## config.mk

```make
export PLATFORM = sky130hd
export DESIGN_NAME = sector_frame_marker_detector
export DESIGN_NICKNAME = d
export VERILOG_FILES = /design/src/hdl/sfmd_pkg.sv /design/src/hdl/sector_frame_marker_detector.sv /design/src/hdl/sfmd_marker_match.sv /design/src/hdl/sfmd_block_tracker.sv
export SDC_FILE = /design/constraint.sdc
export NUM_CORES = 1
export LEC_CHECK = 0
export ABC_AREA = 1
export BUFFER_PORTS_ARGS = -buffer_cell sky130_fd_sc_hd__buf_2
export CAP_MARGIN = 40
export CORE_AREA = 2 2 138 140
export DETAILED_ROUTE_END_ITERATION = 10
export DIE_AREA = 0 0 140 142
export HOLD_SLACK_MARGIN = 0.06
export SLEW_MARGIN = 20
export SYNTH_ARGS = -nofsm -noshare
export SYNTH_HDL_FRONTEND = slang
export SYNTH_SLANG_ARGS = --single-unit
```

## constraint.sdc

```tcl
create_clock -name clk_i -period 8.6 [get_ports clk_i]
set_clock_uncertainty 0.2 [all_clocks]
set_input_delay 0 -clock clk_i [delete_from_list [all_inputs] [get_ports clk_i]]
set_output_delay 0 -clock clk_i [all_outputs]
set_load 0.01 [all_outputs]
```

## src/hdl/sfmd_pkg.sv

```systemverilog
`timescale 1ns / 1ps
// ----------------------------------------------------------------------------
// sfmd_pkg
// Shared types and constants of the sector frame marker detector.
// ----------------------------------------------------------------------------
package sfmd_pkg;

  localparam int unsigned ByteW  = 8;
  localparam int unsigned CountW = 16;
  localparam int unsigned HistD  = 4;

  localparam logic [31:0] StartSectorPat = 32'hA00B_C00D;
  localparam logic [31:0] StartBlockPat  = 32'h1BB1_1BB1;
  localparam logic [39:0] EndBlockPat    = 40'hC2_2CC0_2CC2;
  localparam logic [39:0] EndSectorPat   = 40'hD3_3DD3_3DD3;

  localparam logic [CountW-1:0] BlockLimitReset = CountW'(512);

  typedef enum logic [2:0] {
    MK_NONE         = 3'd0,
    MK_START_SECTOR = 3'd1,
    MK_START_BLOCK  = 3'd2,
    MK_END_BLOCK    = 3'd3,
    MK_END_SECTOR   = 3'd4
  } marker_e;

  typedef enum logic {
    PH_START  = 1'b0,
    PH_MIDDLE = 1'b1
  } phase_e;

  typedef struct packed {
    logic              overrun_error;
    logic              sequence_error;
    logic [CountW-1:0] bytes_in_block;
    logic              sector_active;
    logic              block_phase;
    marker_e           marker_code;
  } result_t;

endpackage

```

## src/hdl/sector_frame_marker_detector.sv

```systemverilog
`timescale 1ns / 1ps
// ----------------------------------------------------------------------------
// sector_frame_marker_detector
// Detects sector and block markers in a byte stream and tracks block framing.
// ----------------------------------------------------------------------------
// One byte per beat in, one result per byte out, one byte per clock sustained
// while the output is not stalled. A byte is registered on input, then matched
// and tracked combinationally and written to the output register. Input and
// output stages advance together whenever the output register is empty or
// being drained. The block length limit resets to 512 and should be written
// only while no bytes are in flight.
module sector_frame_marker_detector import sfmd_pkg::*; (
  input  logic        clk_i,
  input  logic        rst_ni,
  input  logic        s_axis_tvalid,
  output logic        s_axis_tready,
  input  logic [7:0]  s_axis_tdata,   // [7:0] data_byte
  output logic        m_axis_tvalid,
  input  logic        m_axis_tready,
  output logic [23:0] m_axis_tdata,   // [2:0] marker_code, [3] block_phase,
                                      // [4] sector_active, [20:5] bytes_in_block,
                                      // [21] sequence_error, [22] overrun_error
  input  logic        cfg_valid_i,
  output logic        cfg_ready_o,
  input  logic [15:0] cfg_data_i
);

  logic              in_valid_q;
  logic [ByteW-1:0]  in_byte_q;
  logic              out_valid_q;
  result_t           out_res_q;
  logic [CountW-1:0] limit_q;
  logic              out_load_ok, advance;
  marker_e           marker;
  result_t           result;

  assign out_load_ok   = !out_valid_q || m_axis_tready;
  assign advance       = in_valid_q && out_load_ok;
  assign s_axis_tready = !in_valid_q || out_load_ok;
  assign cfg_ready_o   = 1'b1;

  sfmd_marker_match u_match (
    .clk_i       (clk_i),
    .rst_ni      (rst_ni),
    .advance_i   (advance),
    .data_byte_i (in_byte_q),
    .marker_o    (marker)
  );

  sfmd_block_tracker u_tracker (
    .clk_i     (clk_i),
    .rst_ni    (rst_ni),
    .advance_i (advance),
    .marker_i  (marker),
    .limit_i   (limit_q),
    .result_o  (result)
  );

  always_ff @(posedge clk_i or negedge rst_ni) begin
    if (!rst_ni) begin
      limit_q <= BlockLimitReset;
    end else if (cfg_valid_i) begin
      limit_q <= cfg_data_i;
    end
  end

  always_ff @(posedge clk_i or negedge rst_ni) begin
    if (!rst_ni) begin
      in_valid_q <= 1'b0;
    end else if (s_axis_tready) begin
      in_valid_q <= s_axis_tvalid;
    end
  end

  always_ff @(posedge clk_i) begin
    if (s_axis_tready && s_axis_tvalid) begin
      in_byte_q <= s_axis_tdata;
    end
  end

  always_ff @(posedge clk_i or negedge rst_ni) begin
    if (!rst_ni) begin
      out_valid_q <= 1'b0;
    end else if (out_load_ok) begin
      out_valid_q <= in_valid_q;
    end
  end

  always_ff @(posedge clk_i) begin
    if (advance) begin
      out_res_q <= result;
    end
  end

  assign m_axis_tvalid = out_valid_q;
  assign m_axis_tdata  = {1'b0,
                          out_res_q.overrun_error,
                          out_res_q.sequence_error,
                          out_res_q.bytes_in_block,
                          out_res_q.sector_active,
                          out_res_q.block_phase,
                          out_res_q.marker_code};

endmodule

```

## src/hdl/sfmd_marker_match.sv

```systemverilog
`timescale 1ns / 1ps
// ----------------------------------------------------------------------------
// sfmd_marker_match
// Byte history and priority match against the four marker patterns.
// ----------------------------------------------------------------------------
module sfmd_marker_match import sfmd_pkg::*; (
  input  logic             clk_i,
  input  logic             rst_ni,
  input  logic             advance_i,
  input  logic [ByteW-1:0] data_byte_i,
  output marker_e          marker_o
);

  // entry 0 holds the newest previous byte
  logic [HistD-1:0][ByteW-1:0] byte_history_q, byte_history_d;
  logic [31:0]                 word4;
  logic [39:0]                 word5;

  assign word4 = {byte_history_q[2], byte_history_q[1], byte_history_q[0], data_byte_i};
  assign word5 = {byte_history_q[3], word4};

  always_comb begin
    if (word4 == StartSectorPat) begin
      marker_o = MK_START_SECTOR;
    end else if (word4 == StartBlockPat) begin
      marker_o = MK_START_BLOCK;
    end else if (word5 == EndBlockPat) begin
      marker_o = MK_END_BLOCK;
    end else if (word5 == EndSectorPat) begin
      marker_o = MK_END_SECTOR;
    end else begin
      marker_o = MK_NONE;
    end
  end

  assign byte_history_d = {byte_history_q[HistD-2:0], data_byte_i};

  always_ff @(posedge clk_i or negedge rst_ni) begin
    if (!rst_ni) begin
      byte_history_q <= '0;
    end else if (advance_i) begin
      byte_history_q <= byte_history_d;
    end
  end

endmodule

```

## src/hdl/sfmd_block_tracker.sv

```systemverilog
`timescale 1ns / 1ps
// ----------------------------------------------------------------------------
// sfmd_block_tracker
// Block phase, sector-active flag and byte count, driven by detected markers.
// ----------------------------------------------------------------------------
module sfmd_block_tracker import sfmd_pkg::*; (
  input  logic              clk_i,
  input  logic              rst_ni,
  input  logic              advance_i,
  input  marker_e           marker_i,
  input  logic [CountW-1:0] limit_i,
  output result_t           result_o
);

  phase_e            phase_q, phase_d;
  logic              active_q, active_d;
  logic [CountW-1:0] count_q, count_d;
  logic [CountW:0]   count_inc;
  logic              seq_err, ovr_err;

  assign count_inc = {1'b0, count_q} + (CountW+1)'(1);

  always_comb begin
    phase_d  = phase_q;
    active_d = active_q;
    count_d  = count_q;
    seq_err  = 1'b0;
    ovr_err  = 1'b0;
    if (phase_q == PH_START) begin
      case (marker_i)
        MK_START_SECTOR: begin
          active_d = 1'b1;
          count_d  = '0;
        end
        MK_END_BLOCK: begin
          phase_d = PH_MIDDLE;
          count_d = '0;
        end
        MK_START_BLOCK, MK_END_SECTOR: begin
          active_d = 1'b0;
          count_d  = '0;
          seq_err  = 1'b1;
        end
        default: begin
          if (count_inc > {1'b0, limit_i}) begin
            active_d = 1'b0;
            count_d  = '0;
            ovr_err  = 1'b1;
          end else begin
            count_d = count_inc[CountW-1:0];
          end
        end
      endcase
    end
  end

  always_comb begin
    result_o.marker_code    = marker_i;
    result_o.block_phase    = phase_d;
    result_o.sector_active  = active_d;
    result_o.bytes_in_block = count_d;
    result_o.sequence_error = seq_err;
    result_o.overrun_error  = ovr_err;
  end

  always_ff @(posedge clk_i or negedge rst_ni) begin
    if (!rst_ni) begin
      phase_q  <= PH_START;
      active_q <= 1'b0;
      count_q  <= '0;
    end else if (advance_i) begin
      phase_q  <= phase_d;
      active_q <= active_d;
      count_q  <= count_d;
    end
  end

endmodule

```

# Word level (Yosys, flattened, before mapping)
# Cells that the tools add are included.
dict set report op_classes {
  addsub 1
  order_cmp 1
  n_mux 14
  reduce_logical 9
  eq_ne 8
}
# operator count
set op_table {}
lappend op_table {{40-bit equality test, second input constant} 2}
lappend op_table {{16-bit two-way mux} 3}
lappend op_table {{32-bit by 29-bit equality test with 1-bit output, second input constant} 1}
lappend op_table {{32-bit equality test, second input constant} 1}
lappend op_table {{16-bit by 1-bit adder with 17-bit output, second input constant} 1}
lappend op_table {{17-bit by 16-bit > comparator with 1-bit output} 1}
lappend op_table {{3-bit two-way mux} 4}
lappend op_table {{3-bit by 2-bit equality test with 1-bit output, second input constant} 2}
lappend op_table {{1-bit two-way mux} 6}
lappend op_table {{5-bit OR reduction} 1}
lappend op_table {{4-bit OR reduction} 1}
lappend op_table {{3-bit by 1-bit equality test with 1-bit output, second input constant} 1}
lappend op_table {{3-bit equality test, second input constant} 1}
lappend op_table {{1-bit one-hot mux with 3 select lines} 1}
lappend op_table {{1-bit logical AND} 2}
lappend op_table {{1-bit logical NOT} 2}
lappend op_table {{1-bit logical OR} 2}
lappend op_table {{2-bit OR reduction} 1}
dict set report totals {
  out_inout_bits 27
  register_bits 99
  elab_cells 50
  input_bits 29
}

# Depth between registers and ports, before layout
dict set report logic_depth {
  ltp_word 9
  mapped_depth 22
}

# By module
# From an unflattened synthesis, not the netlist that was laid out.
dict set report unflattened {
  cells_unflattened 648
  area_unflattened_um2 5276.3
}
# module instances cells_per_inst area_per_inst_um2 seq_area_each_um2
set modules_own_cells {}
lappend modules_own_cells {sfmd_block_tracker 1 312 1981.9 450.4}
lappend modules_own_cells {sector_frame_marker_detector 1 114 1694.1 1382.6}
lappend modules_own_cells {sfmd_marker_match 1 222 1600.3 800.8}

# Worst setup path after synthesis
# Ideal clock, no wire load.
dict set report synth_path {
  path_type {register to register}
  from {reg u_tracker.count_q[0]}
  to {reg out_res_q (netlist bit m_axis_tdata[5]), data pin}
  period_less_slack_ns 2.881
  t_arrival_ns 2.423
  n_path_buf 1
  path_slack_ns 5.719
  setup_ns 0.258
  required_ns 8.142
  path_stages_with_launch 21
  cell_sequence {dfrtp_1 -> ha_1 -> nand2_2 -> nor2_4 -> nand2_2 -> nor2_2 -> nand2_1 -> nor2_1 -> xor2_1 -> inv_1 -> ha_1 -> nand2_1 -> inv_1 -> nand2_1 -> nor3_1 -> nand2_1 -> nand2_2 -> nand2_4 -> buf_8 -> nand2_2 -> a21oi_1}
}
# element line
set synth_rtl {}
lappend synth_rtl {{start: declaration} sfmd_block_tracker.sv:17} ;# logic [CountW-1:0] count_q, count_d;
lappend synth_rtl {{start signal: assignment} sfmd_block_tracker.sv:74} ;# count_q <= count_d;
lappend synth_rtl {{end signal: assignment} sector_frame_marker_detector.sv:91} ;# out_res_q <= result;
lappend synth_rtl {{end: declaration} sector_frame_marker_detector.sv:31} ;# result_t out_res_q;

==> out/qor.txt <==
routability cong. = 0.886
most frequent cells in the layout = nand2_1 (213), inv_1 (73), dfrtp_1 (67)
routed vias = 4546
first-pass GRT wire length = 22.7 mm
die span in x = 140 µm
root buffer cell = clkbuf_16
mean routed wirelength per cell = 13.1 µm
PwrDens = 198 nW/µm²
Yosys warning total = 0
hold depth = 2
port bufs = 53
initial antenna violation count = 0
commonest non-fill, non-tap cell in the layout = nand2_1
worst vdd ir = 0.000109 V
status = finished with violations
Final Util = 37.1%
synthesized area per cell = 8.13 µm²
Seq/Total Area, Yosys = 48.4%
GR Util met3 = 2.99%
TNS Setup = 0 ns
sink of the worst hold path = in_byte_q[2]
Syn Nets = 716
worst setup path category = reg -> reg
Area Growth Syn to Fin = 25.7%
htree depth = 3
Top Ports = 56
Top Usage Layer GRT = met2
crit path DAT = 3.17 ns
worst-margin pin slew = 0.764 ns
type of origin of the critical path = flop
R2R cell count = 19
largest net degree at the start of global routing = 74
Num CTS Buffers = 9
Max Fclk = 0.315 GHz
CTS Sinks = 99
Cell Area, Synth = 5450 µm²
Min Hold Slack = 0.157 ns
Reg2Reg Launch Point = u_tracker.count_q[0]
CP Capture Type = flop
met1 GRT Util = 18.5%
GRT Overall Usage = 14.3%
die area = 19900 µm²
initial DRC count = 332
min Tclk post-route = 3.17 ns
filler instances = 1851
Final period util = 36.9%
R2R Setup Slk = 5.43 ns
CP required = 8.60 ns
layout cell share with drive strength beyond 1 = 16.0%
vias in the first global route = 4563
WL final = 13.4 mm
CTS tree = yes
Max-slew headroom = 49.1%
Yosys reg bits = 99
grt total ovfl = 0
Initial Util = 29.5%
failing checks = design-rule violations
core area = 18500 µm²
row count = 50
Antenna diodes = 0
Final setup viols = 0
Final Hold Fails = 0
hold_sp = s_axis_tdata[2]
Clk pin slew, worst setup/hold paths = 0.06 ns
clk_lat worst skew = 0.35 ns
Hold Crit Class = in -> reg
Synth Instances = 670
Die Height = 142 µm
Post-DP HPWL = 9.31 mm
LEAKAGE = 3.16 nW
final slew viol count = 0
Residual DRC = 8
Cell variety after synth = 37
critical-path maximum fanout = 18
RSZ-0062 raised after global routing = false
post-layout net count = 827
Via-to-Cell Ratio = 4.46
r2r endpoint = m_axis_tdata[4]
Max Cap Violations = 0
First-pass DRT Iterations = 8
GRT met2 Usage = 24.6%
CTS max path bufs = 2
Antenna Nets Post-Route = 0
[layer usage]
| layer | part of all wire, % | routed length (µm) | vias up |
|---|---|---|---|
| li1 | - | - | 2346 |
| met1 | 47 | 6250 | 2117 |
| met2 | 49 | 6520 | 69 |
| met3 | 3.6 | 483 | 14 |
| met4 | 1.1 | 148 | 0 |
| met5 | 0 | 0 | - |
[through the flow]
stage          area, µm²  setup WS, ns  instances  total power [mW]
2_1_floorplan       5450          5.72        670             0.825
5_1_grt             6840          5.00       1020              1.44
3_5_place_dp        5920          5.44        942             0.925
4_1_cts             6830          5.40       1019              1.37
3_3_place_gp        5870          5.46        940             0.916
6_report            6840          5.43       1020              1.35
[registers in the layout (all words and copies together) (netlist names)]
register	flops
limit_q	16
u_tracker.active_q	1
in_valid_q	1
u_tracker.phase_q	1
m_axis_tdata	23
in_byte_q	8
u_match.byte_history_d	24
u_match.byte_history_q	8
m_axis_tvalid	1
u_tracker.count_q	16
[cells in the mapped netlist, drive strengths merged]
library cell,count,area (µm²)
xnor2,2,17.5
a21oi,8,40.0
xor2,10,87.6
a21boi,1,7.51
dfrtp,67,1680
mux2,1,11.3
o21ai,48,240
edfxtp,31,931
nor3,16,101
dfstp,1,26.3
nor2,68,273
or2,1,6.26
inv,83,312
clkbuf,11,71.3
nand2,235,955
nor3b,1,7.51
nor4,5,31.3
nand3,37,245
buf,8,76.3
ha,17,213
conb,2,7.51
o21a,1,7.51
nand4,15,93.8
o21bai,1,7.51
[how the worst max path moves through the flow]
stage	start	end	slack, ns	cells past startpoint
2_1_floorplan	u_tracker.count_q[0]	m_axis_tdata[5]	5.72	20
3_3_place_gp	u_tracker.count_q[0]	u_tracker.count_q[1]	5.46	21
3_5_place_dp	u_tracker.count_q[0]	m_axis_tdata[4]	5.44	19
4_1_cts	u_tracker.count_q[0]	m_axis_tdata[4]	5.40	19
5_1_grt	u_tracker.count_q[0]	u_tracker.count_q[3]	5.00	21
6_report	u_tracker.count_q[0]	m_axis_tdata[4]	5.43	19
[kinds of logic (layout without fill, tap and decap cells)]
logic type	count (synthesis)	in the layout	synth area share (%)
simple gates	378	378	31.5
other cells	2	2	0.138
xor+xnor	12	12	1.93
fa+ha+maj	17	17	3.91
compound gates	59	59	5.56
flops	99	99	48.4
mux	1	1	0.207
buf+inv	102	218	8.43
[area by class of cell]
cell class	instances	area [µm²]	share of cell area [%]
Inverter	83	312	4.55
Sequential cell	99	2630	38.5
Clock inverter	3	47.5	0.695
Multi-Input combinational cell	469	2350	34.4
Tap cell	234	293	4.28
Timing Repair Buffer	119	953	13.9
Clock buffer	13	250	3.66
[power by group]
part / internal, mW / switching, mW
registers: 0.570 / 0.0724
clock network: 0.235 / 0.176
logic: 0.107 / 0.191
[timing repair]
action,4_1_cts,5_1_grt
gates resized for setup,0,0
hold buffers,61,0
hold endpoints to repair,102,0
setup buffers,0,0
[critical path, stage by stage (launching register included)]
cell	delay [ns]
dfrtp_1	0.42
ha_1	0.20
nand2_2	0.08
nor2_4	0.11
nand2_2	0.10
nor2_2	0.12
nand2_1	0.09
nor2_1	0.12
xor2_1	0.15
inv_1	0.09
ha_1	0.29
nand2_1	0.06
nand2_1	0.04
a21oi_1	0.10
o21ai_0	0.10
nor2_1	0.15
nand2_2	0.08
nand2_4	0.23
nand3_2	0.12
a21boi_1	0.16
Power figures use the tool's default switching activity.
